==> src/hdl/prfp_pkg.sv <==
// ============================================================================
// Pixel ray floor projection package
// Shared widths, register indexes, calibration states and pipeline structs.
// ============================================================================
`default_nettype none

package prfp_pkg;

  localparam int NUM_W        = 104;
  localparam int DEN_W        = 59;
  localparam int DIV_BITS     = 41;
  localparam int DEN_SHIFT    = 15;
  localparam int CMP_W        = DEN_W + DEN_SHIFT + DIV_BITS - 1;
  localparam int RAY_W        = 43;
  localparam int K_W          = 62;
  localparam int K_HALF       = 31;
  localparam int OUT_W        = 32;
  localparam int FRONT_STAGES = 7;
  localparam int BACK_STAGES  = 2;
  localparam int LATENCY      = FRONT_STAGES + DIV_BITS + BACK_STAGES;

  localparam logic [DIV_BITS-1:0] MAG_CAP = DIV_BITS'(1) << (DIV_BITS - 1);

  localparam logic [2:0] REG_CAMERA_Z      = 3'd0;
  localparam logic [2:0] REG_NEAR_DISTANCE = 3'd1;
  localparam logic [2:0] REG_TAN_HALF_FOV  = 3'd2;
  localparam logic [2:0] REG_IMAGE_WIDTH   = 3'd3;
  localparam logic [2:0] REG_IMAGE_HEIGHT  = 3'd4;
  localparam logic [2:0] REG_FLOOR_HEIGHT  = 3'd5;
  localparam logic [2:0] REG_GRAVITY       = 3'd6;

  typedef enum logic [1:0] {
    CAL_SUM,
    CAL_ROOT,
    CAL_MUL,
    CAL_IDLE
  } cal_state_t;

  typedef struct packed {
    logic [30:0] near_distance;
    logic [23:0] tan_half_fov;
    logic [11:0] image_width;
    logic [11:0] image_height;
    logic [31:0] floor_height;
    logic [47:0] gravity;
  } cfg_t;

  typedef struct packed {
    logic       par;
    logic [2:0] neg;
    logic [2:0] zero;
  } side_t;

  typedef struct packed {
    logic                     vld;
    side_t                    side;
    logic [2:0]               ovf;
    logic [DEN_W-1:0]         d;
    logic [2:0][NUM_W-1:0]    n;
  } div_in_t;

  typedef struct packed {
    logic                     vld;
    side_t                    side;
    logic [2:0]               ovf;
    logic [2:0][DIV_BITS-1:0] q;
  } div_out_t;

endpackage

`default_nettype wire

==> src/hdl/prfp_calib.sv <==
// ============================================================================
// Scale factor calibration
// Computes floor height magnitude times the gravity norm (root of the sum of squares).
// ============================================================================
`default_nettype none

module prfp_calib (
  input  logic                 clk,
  input  logic                 rst_n,
  input  logic                 restart,
  input  logic [47:0]          gravity,
  input  logic [31:0]          floor_height,
  output logic [prfp_pkg::K_W-1:0] k,
  output logic                 busy
);
  import prfp_pkg::*;

  localparam logic [61:0] BIT_START = 62'(1) << 60;

  cal_state_t state_r, state_nxt;
  logic [61:0] v_r, v_nxt, r_r, r_nxt, bit_r, bit_nxt;
  logic [K_W-1:0] k_r, k_nxt;
  logic signed [15:0] gx, gy, gz;
  logic signed [31:0] sx, sy, sz;
  logic [31:0] sumsq, hmag;
  logic [62:0] trial;

  always_ff @(posedge clk) begin
    if (!rst_n) begin
      state_r <= CAL_SUM;
    end else begin
      state_r <= state_nxt;
    end
  end

  always_ff @(posedge clk) begin
    v_r   <= v_nxt;
    r_r   <= r_nxt;
    bit_r <= bit_nxt;
    k_r   <= k_nxt;
  end

  always_comb begin
    gx    = $signed(gravity[15:0]);
    gy    = $signed(gravity[31:16]);
    gz    = $signed(gravity[47:32]);
    sx    = gx * gx;
    sy    = gy * gy;
    sz    = gz * gz;
    sumsq = 32'(sx) + 32'(sy) + 32'(sz);
    hmag  = floor_height[31] ? 32'(-floor_height) : floor_height;
    trial = 63'(r_r) + 63'(bit_r);
    state_nxt = state_r;
    v_nxt   = v_r;
    r_nxt   = r_r;
    bit_nxt = bit_r;
    k_nxt   = k_r;
    unique case (state_r)
      CAL_SUM: begin
        v_nxt     = {sumsq, 30'b0};
        r_nxt     = '0;
        bit_nxt   = BIT_START;
        state_nxt = CAL_ROOT;
      end
      CAL_ROOT: begin
        if (63'(v_r) >= trial) begin
          v_nxt = v_r - trial[61:0];
          r_nxt = (r_r >> 1) + bit_r;
        end else begin
          r_nxt = r_r >> 1;
        end
        bit_nxt = bit_r >> 2;
        if (bit_r[0]) begin
          state_nxt = CAL_MUL;
        end
      end
      CAL_MUL: begin
        k_nxt     = K_W'(hmag) * K_W'(r_r[30:0]);
        state_nxt = CAL_IDLE;
      end
      default: begin
        state_nxt = CAL_IDLE;
      end
    endcase
    if (restart) begin
      state_nxt = CAL_SUM;
    end
  end

  assign k    = k_r;
  assign busy = (state_r != CAL_IDLE);

endmodule

`default_nettype wire

==> config.mk <==
export PLATFORM = sky130hd
export DESIGN_NAME = prfp_calib
export DESIGN_NICKNAME = d
export VERILOG_FILES = /design/src/hdl/prfp_pkg.sv /design/src/hdl/prfp_calib.sv
export SDC_FILE = /design/constraint.sdc
export NUM_CORES = 2
export LEC_CHECK = 0
export BUFFER_PORTS_ARGS = -buffer_cell sky130_fd_sc_hd__buf_2
export CAP_MARGIN = 20
export CORE_AREA = 4 4 362 328
export DETAILED_ROUTE_END_ITERATION = 8
export DIE_AREA = 0 0 366 332
export PLACE_DENSITY = 0.8
export REMOVE_ABC_BUFFERS = 1
export SKIP_LAST_GASP = 1
export SYNTH_ARGS = -nofsm -noshare
export SYNTH_HDL_FRONTEND = slang
export SYNTH_SLANG_ARGS = --single-unit
==> constraint.sdc <==
create_clock -name clk -period 30.1 [get_ports clk]
set_input_delay 3.01 -clock clk [delete_from_list [all_inputs] [get_ports clk]]
set_output_delay 3.01 -clock clk [all_outputs]
set_load 0.05 [all_outputs]
== After elaboration in Yosys (flattened, before gate mapping) ==
Cells that the tools add are included.
Cells by class
  $add $sub $neg: 6
  multipliers: 4
  $lt $le $gt $ge: 1
  equal/unequal tests: 5
  multiplexer cells: 8
  bitwise logic cells: 1
  reductions and logical operators: 4
Operators with widths (number)
  62-bit one-hot mux with 2 select lines: 3
  62-bit two-way mux: 2
  16-bit by 16-bit multiplier with 32-bit output: 3
  32-bit adder: 2
  62-bit by 62-bit adder with 63-bit output: 1
  62-bit by 63-bit >= comparator with 1-bit output: 1
  61-bit by 62-bit adder with 62-bit output: 1
  32-bit by 31-bit multiplier with 62-bit output: 1
  62-bit subtractor: 1
  32-bit two-way mux: 1
  32-bit negator: 1
  2-bit inequality test, second input constant: 3
  2-bit one-hot mux with 2 select lines: 1
  2-bit by 1-bit == test with 1-bit output, second input constant: 1
  2-bit == test, second input constant: 1
  2-bit logical NOT: 1
  2-bit two-way mux: 1
  2-bit AND reduction: 1
  2-bit nonzero test: 1
  2-bit OR reduction: 1
  1-bit inverter: 1
Storage, ports and cells
  register bits after elaboration: 250
  word-level logic and storage cells: 34

== Logic depth before layout (Yosys ltp) ==
  depth in word-level cells: 4
  gate-level depth with buffers: 37
  depth with buffers taken out: 34

== Worst setup path after synthesis ==
Ideal clock, no wire load.
  kind: input to register
  start: input floor_height[11]
  end: register k_r[60], in the netlist k[60], data pin
  setup time: 0.265 ns
  arrival time: 12.021 ns
  required time: 29.835 ns
  setup slack: 17.814 ns
  cell stages on the path: 35
  buffers on the path: 2
  path through: or4_4 > nor4_4 > nand3_1 > or4_4 > or3_4 > o31ai_1 > xnor2_1 > clkbuf_1 > and2_1 > fa_1 > fa_1 > inv_1 > fa_1 > fa_1 > inv_1 > fa_1 > fa_1 > fa_1 > inv_1 > fa_1 > inv_1 > ha_1 > clkbuf_1 > a21o_1 > a21o_1 > a21o_1 > and2_1 > a21oi_1 > nor2b_1 > o41a_1 > o21ai_0 > a21boi_0 > o21ai_0 > o21ai_0 > xor2_1
On the way
  word-level cells in the longest chain between the ends: 3
RTL lines
  start, declared: RTL line prfp_calib.sv:12  | input logic [31:0] floor_height,
  32-bit negator: RTL line prfp_calib.sv:51  | hmag = floor_height[31] ? 32'(-floor_height) : floor_height;
  32-bit two-way mux (*): RTL line prfp_calib.sv:51
  32-bit by 31-bit multiplier with 62-bit output (*): RTL line prfp_calib.sv:78  | k_nxt = K_W'(hmag) * K_W'(r_r[30:0]);
  end signal, assigned: RTL line prfp_calib.sv:40  | k_r <= k_nxt;
  end, declared: RTL line prfp_calib.sv:22  | logic [K_W-1:0] k_r, k_nxt;
Every way passes the cells marked *; elsewhere a longest branch is shown, timed or not.
A chain may end at the register's enable or synchronous reset.

== Worst setup path after layout ==
Ends and elaborated chain as after synthesis.

==> flow_summary.ini <==
[drt]
dr.pass1.iters = 5
vias = 53458
drt-total-wl_um = 183000
via_per_inst = 5.74
antenna_left = 0
route.detailed.wl_per_inst_um = 19.6
drc = 0
drt_iter0_drc = 3939

[clocking]
post-cts-setup-buffer-count = 0
cts_tree = built
worstSkewPairLatency_ns = 0.64
cts-buffers-inserted = 28
clkSinkCount = 219
postCtsResizedCells = 0
postCtsHoldBufs = 0
clock_path_buffers = 3
htreeDepth = 1
cts_root_buffer = clkbuf_16
path_clk_slew_ns = 0.06

[sta]
fin_skew_ns = 0.0177
finalSetupTns_ns = 0
finalCritPeriodShare = 0.428
fin_ws_ns = 17.21
hold_ws_ns = 0.535
finalHoldViolCount = 0
period_needed_ns = 12.89
grt_setup_unrepaired = false
slew_violations = 0
setup_viol = 0
max_freq_mhz = 77.6
slew_headroom = 0.305
worst_slew_pin_slew_ns = 1.04

[critical_path]
r2r_cells = 25
path_class = input pin to flop
timing.rr.end = k[61]
critPathRequiredTime_ns = 30.46
max_stage_delay_ns = 0.58
r2r_slack_ns = 20.63
slowest_stage = or4_4
crit_top_cell = fa_1
cp-end-kind = flop
worstReg2RegStart = r_r[4]
worstPathMaxFanout = 31
worstPathArrival_ns = 13.25
critPathLaunchType = input pin

[yosys]
synthTopCellsByArea = fa_1, ha_1, inv_1, edfxtp_1, and2_1
synth_edf_count = 217
ys_types = 80
yosys.area.top_type_share = 0.455
synth_area_per_cell_um2 = 9.42
seq_area_frac_synth = 0.0883
synth_seq_cells = 219
yosys_warnings = 0
synth_ff_type = edfxtp_1
async_flop_share = 0
synth_top_area_cell = fa_1
synth.cell_area_um2 = 74200
syn_inst = 7881

[floorplan]
rows = 118
initial_utilization = 0.647
die_h_um = 332
io-pin-count = 146
die-area_um2 = 122000
coreArea_um2 = 115000
fp.dieW_um = 366

[cells_and_area]
fin_nets = 10134
areaGrowthSynthToFinish_pct = 4.09
layout_commonest_cell = inv_1
final_cell_mix = inv_1, fa_1, nand2_1, and2_1, ha_1
drive_above_1_share = 0.0433
final_util = 0.673

[global_route]
grt_use_total = 0.311
grt_overflow = 0
grt_pass1_wl_um = 306000
grt_max_degree = 80
grt_pass1_vias = 58842
use_met3 = 0.0506
antenna_found_initial = 5
grtUsageMet1 = 0.417
grt_busiest_layer = met2
grt_use_met2 = 0.520

[placement]
portBuffers = 145
place_congestion = 0.939
place_hpwl_um = 150000
post-place-ws_ns = 16.58

[min_path]
hp-start = bit_r[0]
hold_end = state_r[0]
hp-class = flop to flop
worstHoldPathCells = 1

[job]
maxCapViolCount = 0

[run_status]
status = complete, no violations
## how the worst max path moves through the flow
stage                      from     to
4_1_cts        floor_height[11]  k[60]
3_5_place_dp   floor_height[11]  k[60]
2_1_floorplan  floor_height[11]  k[60]
3_3_place_gp   floor_height[11]  k[52]
6_report       floor_height[11]  k[60]
5_1_grt         floor_height[2]  k[60]
## synthesized netlist by cell type (87+ instances only)
cell type / instances
inv_1: 1816
fa_1: 1687
nand2_1: 845
and2_1: 741
ha_1: 583
clkbuf_1: 341
nor2_1: 248
edfxtp_1: 217
a21oi_1: 189
xnor2_1: 180
o21ai_0: 163
xor2_1: 144
a21o_1: 87
## kinds of logic (layout without fill, tap and decap cells)
family / Yosys count / in the layout / share of synthesized area
xor+xnor: 325 / 325 / 0.0384
simple gates: 2136 / 2136 / 0.143
buf+inv: 2164 / 2086 / 0.109
flops: 219 / 219 / 0.0883
mux: 9 / 9 / 0.00125
other cells: 0 / 5 / 0
fa+ha+maj: 2270 / 2270 / 0.553
compound gates: 758 / 758 / 0.0658
## per-stage QoR
stage	area [µm²]	std cells
2_1_floorplan	72900	7533
3_3_place_gp	76300	9250
3_5_place_dp	76300	9250
4_1_cts	77200	9302
5_1_grt	77300	9305
6_report	77300	9308
## state kept, by name, summed over array words and instances, names as in the netlist
register and cells:
k 62, r_r 62, v_r 62, bit_r 31, state_r 2
## layer usage
layer	vias up	part of all wire
met5	-	0
met4	0	0.037
met3	471	0.086
met2	2431	0.48
met1	27026	0.40
li1	23530	-
## final cells by class
class / instances / area (µm²)
flip-flops and latches: 219 / 6560
clock buffers: 34 / 723
multi-input cells: 5498 / 59800
repair buffers: 218 / 1270
inverters: 1816 / 6820
fillers: 8769 / 37500
diodes: 5 / 12.5
clock inverters: 18 / 200
well taps: 1500 / 1880
## critical path, delay by kind of cell
kind                     cells  cell delay [ns]
AND/OR/NAND/NOR              9             2.51
adder cells (fa/ha/maj)      9             4.31
buffers and inverters        6             0.71
AO/OA/AOI/OAI               10             2.39
XOR/XNOR                     2             0.34
Power is not shown: default switching activity piles up to over one toggle a cycle in this logic, so the estimate is an artifact.
