**src/hdl/prfp_pkg.sv**
```systemverilog
// ============================================================================
// Pixel ray floor projection package
// Shared widths, register indexes, calibration states and pipeline structs.
// ============================================================================
`default_nettype none

package prfp_pkg;

  localparam int NUM_W        = 104;
  localparam int DEN_W        = 59;
  localparam int DIV_BITS     = 41;
  localparam int DEN_SHIFT    = 15;
  localparam int CMP_W        = DEN_W + DEN_SHIFT + DIV_BITS - 1;
  localparam int RAY_W        = 43;
  localparam int K_W          = 62;
  localparam int K_HALF       = 31;
  localparam int OUT_W        = 32;
  localparam int FRONT_STAGES = 7;
  localparam int BACK_STAGES  = 2;
  localparam int LATENCY      = FRONT_STAGES + DIV_BITS + BACK_STAGES;

  localparam logic [DIV_BITS-1:0] MAG_CAP = DIV_BITS'(1) << (DIV_BITS - 1);

  localparam logic [2:0] REG_CAMERA_Z      = 3'd0;
  localparam logic [2:0] REG_NEAR_DISTANCE = 3'd1;
  localparam logic [2:0] REG_TAN_HALF_FOV  = 3'd2;
  localparam logic [2:0] REG_IMAGE_WIDTH   = 3'd3;
  localparam logic [2:0] REG_IMAGE_HEIGHT  = 3'd4;
  localparam logic [2:0] REG_FLOOR_HEIGHT  = 3'd5;
  localparam logic [2:0] REG_GRAVITY       = 3'd6;

  typedef enum logic [1:0] {
    CAL_SUM,
    CAL_ROOT,
    CAL_MUL,
    CAL_IDLE
  } cal_state_t;

  typedef struct packed {
    logic [30:0] near_distance;
    logic [23:0] tan_half_fov;
    logic [11:0] image_width;
    logic [11:0] image_height;
    logic [31:0] floor_height;
    logic [47:0] gravity;
  } cfg_t;

  typedef struct packed {
    logic       par;
    logic [2:0] neg;
    logic [2:0] zero;
  } side_t;

  typedef struct packed {
    logic                     vld;
    side_t                    side;
    logic [2:0]               ovf;
    logic [DEN_W-1:0]         d;
    logic [2:0][NUM_W-1:0]    n;
  } div_in_t;

  typedef struct packed {
    logic                     vld;
    side_t                    side;
    logic [2:0]               ovf;
    logic [2:0][DIV_BITS-1:0] q;
  } div_out_t;

endpackage

`default_nettype wire

```
**src/hdl/prfp_back.sv**
```systemverilog
// ============================================================================
// Result assembly
// Caps magnitudes, applies signs and camera offset, clamps to 32 bits.
// ============================================================================
`default_nettype none

module prfp_back (
  input  logic                         clk,
  input  logic                         rst_n,
  input  prfp_pkg::div_out_t           din,
  input  logic [31:0]                  camera_z,
  output logic                         vld,
  output logic [prfp_pkg::OUT_W-1:0]   floor_x,
  output logic [prfp_pkg::OUT_W-1:0]   floor_y,
  output logic [prfp_pkg::OUT_W-1:0]   floor_z,
  output logic                         parallel
);
  import prfp_pkg::*;

  localparam int W_W = DIV_BITS + 3;

  logic vld1_r, vld2_r, par1_r, par2_r;
  logic [DIV_BITS-1:0] mag [3];
  logic signed [W_W-1:0] w [3];
  logic signed [W_W-1:0] v1_r [3], v1_nxt [3];
  logic [OUT_W-1:0] o2_r [3], o2_nxt [3];

  function automatic logic [OUT_W-1:0] clamp(input logic signed [W_W-1:0] v);
    logic [OUT_W-1:0] res;
    if (v[W_W-1:OUT_W-1] == {(W_W-OUT_W+1){v[W_W-1]}}) begin
      res = v[OUT_W-1:0];
    end else begin
      res = v[W_W-1] ? {1'b1, {(OUT_W-1){1'b0}}} : {1'b0, {(OUT_W-1){1'b1}}};
    end
    return res;
  endfunction

  always_comb begin
    for (int c = 0; c < 3; c++) begin
      if (din.side.zero[c]) begin
        mag[c] = '0;
      end else if (din.side.par || din.ovf[c] || (din.q[c] > MAG_CAP)) begin
        mag[c] = MAG_CAP;
      end else begin
        mag[c] = din.q[c];
      end
      w[c] = din.side.neg[c] ? -$signed({3'b000, mag[c]}) : $signed({3'b000, mag[c]});
    end
    v1_nxt[0] = w[0];
    v1_nxt[1] = -w[1];
    v1_nxt[2] = -(w[2] + W_W'($signed(camera_z)));
    for (int c = 0; c < 3; c++) begin
      o2_nxt[c] = clamp(v1_r[c]);
    end
  end

  always_ff @(posedge clk) begin
    if (!rst_n) begin
      vld1_r <= 1'b0;
      vld2_r <= 1'b0;
    end else begin
      vld1_r <= din.vld;
      vld2_r <= vld1_r;
    end
  end

  always_ff @(posedge clk) begin
    v1_r   <= v1_nxt;
    par1_r <= din.side.par;
    o2_r   <= o2_nxt;
    par2_r <= par1_r;
  end

  assign vld      = vld2_r;
  assign floor_x  = o2_r[0];
  assign floor_y  = o2_r[1];
  assign floor_z  = o2_r[2];
  assign parallel = par2_r;

endmodule

`default_nettype wire

```
**config.mk**
```make
export PLATFORM = sky130hd
export DESIGN_NAME = prfp_back
export DESIGN_NICKNAME = d
export VERILOG_FILES = /design/src/hdl/prfp_pkg.sv /design/src/hdl/prfp_back.sv
export SDC_FILE = /design/constraint.sdc
export NUM_CORES = 1
export LEC_CHECK = 0
export BUFFER_PORTS_ARGS = -buffer_cell sky130_fd_sc_hd__buf_4
export CAP_MARGIN = 20
export CORE_MARGIN = 4
export CORE_UTILIZATION = 41
export DETAILED_ROUTE_END_ITERATION = 6
export PLACE_DENSITY = 0.67
export SETUP_SLACK_MARGIN = 0.2
export SLEW_MARGIN = 5
export SYNTH_ARGS = -nofsm -noshare
export SYNTH_HDL_FRONTEND = slang
export SYNTH_SLANG_ARGS = --single-unit
```
**constraint.sdc**
```tcl
create_clock -name clk -period 9.2 [get_ports clk]
set_input_delay 0.46 -clock clk [delete_from_list [all_inputs] [get_ports clk]]
set_output_delay 0.46 -clock clk [all_outputs]
set_load 0.02 [all_outputs]
```
* Word-level counts from Yosys, hierarchy flattened
Index checks and enable logic that the tools add are counted.
** Storage, ports and cells
- Register bits after elaboration :: 232
- Latch bits :: 0
- Memory bits (writable) :: 0
- Memory bits (read-only) :: 0
- Input port bits :: 168
- Output and inout bits :: 98
- Logic and storage cells :: 44
- Memories :: 0
** Cells by class
- Add/sub/neg operators :: 6
- Multiply operators :: 0
- Divide/modulo/power cells :: 0
- Magnitude comparators :: 3
- Equal/unequal tests :: 3
- Shifts and indexed selects :: 0
- Mux-type cells :: 15
- Bitwise logic cells :: 0
- Reduce and logical (&&, ||, !) cells :: 6
** Operator list (count)
- 41-bit 2-to-1 mux :: 7
- 32-bit 2-to-1 mux :: 6
- 41-bit negator with 44-bit output :: 3
- 41-bit > comparator (second input constant) :: 3
- 44-bit 2-to-1 mux :: 2
- 44-bit negator :: 2
- 44-bit by 32-bit adder with 44-bit output :: 1
- 12-bit equality test :: 3
- 1-bit logical OR :: 6

* Logic depth before layout (Yosys ltp)
- Depth after elaboration :: 8
- Depth in mapped cells :: 28
- Depth with buffers taken out :: 26

* Least setup slack after synthesis
OpenSTA, ideal clock, no wires.
- Path type :: input to register
- From :: input port din[90] (netlist bit)
- To :: register v1_r[42] (netlist bit)
- Library setup time :: 127 ps
- Arrival time :: 7063 ps
- Required time :: 9073 ps
- Path slack :: 2011 ps
- Cell stages on the path :: 26
- Path buffers :: 3
- Cell sequence :: or4_1 -> or3_1 -> nor3_2 -> nand4_1 -> nand2b_1 -> a2111oi_2 -> clkbuf_1 -> clkbuf_1 -> nand2_1 -> ha_1 -> nor2b_1 -> buf_1 -> or2_2 -> o311ai_0 -> ha_1 -> ha_1 -> a21o_1 -> a2111oi_0 -> a21oi_1 -> o21ai_0 -> a21oi_1 -> a21oi_1 -> o21ai_0 -> a221oi_1 -> o21ai_0 -> xor2_1
** RTL lines
- from (decl) :: RTL line prfp_back.sv:10 : input prfp_pkg::div_out_t din,
- to (signal assigned) :: RTL line prfp_back.sv:68 : v1_r <= v1_nxt;
- to (decl) :: RTL line prfp_back.sv:25 : logic signed [W_W-1:0] v1_r [3], v1_nxt [3];

==> out/metrics.yaml <==
powerDensity_nw_per_um2: 195
final_nets: 2159
row_count: 66
pre_cts_slack_ps: 967
leakage_nw: 7.26
grt_setup_unrepaired: "no"
initial_core_util: 0.416
synthCells: 1679
clock_skew_ps: 15.7
status: "completed"
endpoint: "v1_r[42]"
worst_slack_ps: 1470
worstPathRequired_ps: 9590
period_needed_ps: 7730
synth_top_cells_by_count: "dfxtp_1, o21ai_0, inv_1, nor2_1, nand2_1"
grt_pass1_wl_um: 60400
routed_wl_um: 37600
grt_max_degree: 52
cts_tree: "yes"
antenna_left: 0
finalHoldViolCount: 0
path_cells: "buf_4 -> or4_1 -> or3_1 -> nor3_2 -> nand4_1 -> nand2b_1 -> a2111oi_4 -> nand2_1 -> ha_1 -> nor2b_1 -> or2_2 -> o311ai_0 -> ha_1 -> ha_1 -> a21o_1 -> a2111oi_0 -> a21oi_1 -> o21ai_0 -> a21oi_1 -> a21oi_1 -> o21ai_0 -> a221oi_1 -> o21ai_0 -> xor2_1"
synth_top_area_frac: 0.343
crit_path_start: "din[90]"
reg2reg_slack_ps: 6750
tightest_slew_ps: 1010
synth_cell_types: 84
synth-main-ff-cell: "dfxtp_1"
routedWlPerCell_um: 15.9
finalInstanceArea_um2: 16800
post_synth.cell_area_avg_um2: 8.07
cp_data_arrival_time_ps: 8120
cts_htree_levels: 1
grt.overflow.total: 0
drtPass1Iterations: 5
first_global_vias: 12000
crit_type: "in2reg"
hp-class: "in2reg"
cp_max_fo: 13
io_buffers: 265
cts_buffers: 25
reg2reg_to: "floor_x[22]"
core_area_um2: 32500
max_slew_margin: 0.326
root_buffer: "clkbuf_16"
drt_iter0_drc: 730
reg2reg_from: "v1_r[131]"
cts.sinks: 232
synth_edf_count: 0
synth_most_common_cell: "dfxtp_1"
fp.dieW_um: 190
syn_area_um2: 13500
postCtsSetupRepairBufs: 0
drc: 0
synth_fp_nets: 1937
vias_per_cell: 5.33
setup_viol: 0
rr_worst_depth: 5
ys_seq_area_frac: 0.343
num_vias: 12600
yosysWarnings: 0
crit_path_max_incr_delay_ps: 770
irDropWorstVdd_uv: 114
final_max_slew_viol_count: 0
dpl_cell_area_um2: 15800
clock_latency_ps: 520
cts_buffer_depth: 3
antenna_found_initial: 1
synth_seq_cells: 232
cts_resized: 0
max_freq_ghz: 0.129
drive_gt1_frac: 0.183
tns_ps: 0
die_area_um2: 36000
maxCapViolCount: 0
clkTransAtPathRegs_ps: 60
endpoint_kind: "register"
io_pins: 266
period_share: 0.841
slowest_stage: "a2111oi_4"
die-height_um: 190
area.growth.synth_to_final_pct: 23.9
synth_area_leaders: "dfxtp_1, ha_1, o21ai_0, xnor2_1, inv_1"
cp-start-kind: "input port"
place_hpwl_um: 29500
gp_congestion: 0.932
hold_buffers: 0
ys_async_sr_fraction: 0
grtUsageTotal: 0.200
yosys.area.top_type: "dfxtp_1"
[routing by layer]
metal	global-route usage	share of wire
met1	0.260	0.44
met2	0.338	0.46
met3	0.0343	0.072
met4	0.0676	0.028
met5	0	0
[critical path: cells and delay by family]
| family | cells | cell delay (ps) |
|---|---|---|
| buffers and inverters | 1 | 140 |
| and+or+nand+nor | 8 | 2820 |
| adders and majority gates | 3 | 1020 |
| AOI/OAI and AO/OA | 11 | 3540 |
| xor gates and xnor gates | 1 | 160 |
[metrics by stage]
| step | cells | utilization | power (W) | hold slack, ps |
|---|---|---|---|---|
| after floorplan | 1679 | - | 0.00184 | 310 |
| after global placement | 2314 | 0.486 | 0.00219 | 313 |
| after detailed placement | 2314 | 0.486 | 0.00220 | 313 |
| after CTS | 2360 | 0.515 | 0.00332 | 112 |
| after global routing | 2363 | 0.516 | 0.00347 | 127 |
| final | 2363 | 0.516 | 0.00328 | 138 |
[layout by cell type (no fill, tap or decap), types with 10 or more instances in the layout]
cell         n
or4_1       23
dfxtp_1    232
a21o_1      35
nand3_1     35
a21oi_1     81
nor3_1      41
o41ai_1     12
o21a_1      13
or2_2       10
xnor2_1     83
o21ai_0    165
a31oi_1     21
nand2_1    133
xor2_1      61
o31ai_1     27
nor2b_1     13
ha_1        89
buf_4      268
nor2_1     145
nand4_1     20
nor4_1      20
clkbuf_16   25
a211oi_1    11
inv_1      150
nand2b_1    13
or3_1       31
[sequential cells by signal, summed over array words and instances (netlist names)]
name      flops
floor_x      32
floor_y      32
floor_z      32
par1_r        1
parallel      1
v1_r        132
vld           1
vld1_r        1
[cell families after synthesis]
family,share of synthesized area
fa+ha+maj,0.0837
buf+inv,0.0647
xor+xnor,0.0931
compound gates,0.216
mux,0.00453
simple gates,0.195
flops,0.343
[final cells by class]
cell class,instances,area (um^2)
Fill cell,3162,15800
Multi-Input combinational cell,1222,8050
Sequential cell,232,4640
Timing Repair Buffer,270,2040
Clock buffer,28,657
Inverter,150,563
Tap cell,442,553
Clock inverter,18,269
Antenna cell,1,2.50
[worst min-delay path by stage]
| stage | from | to | cells after the start |
|---|---|---|---|
| final | din[30] | v1_r[118] | 2 |
| after global routing | din[26] | v1_r[114] | 2 |
| after CTS | din[26] | v1_r[114] | 2 |
| after detailed placement | par1_r | parallel | 0 |
| after global placement | par1_r | parallel | 0 |
| after floorplan | par1_r | parallel | 0 |
[where the power goes]
part           total, W  leakage [nW]  internal [W]  switching (W)
Sequential      0.00127          1.94       0.00121      0.0000635
Combinational  0.000907          4.87      0.000381       0.000525
Clock           0.00110         0.448      0.000689       0.000414
Total           0.00328          7.26       0.00228        0.00100
Note: power is estimated with default switching activity, not from simulation.
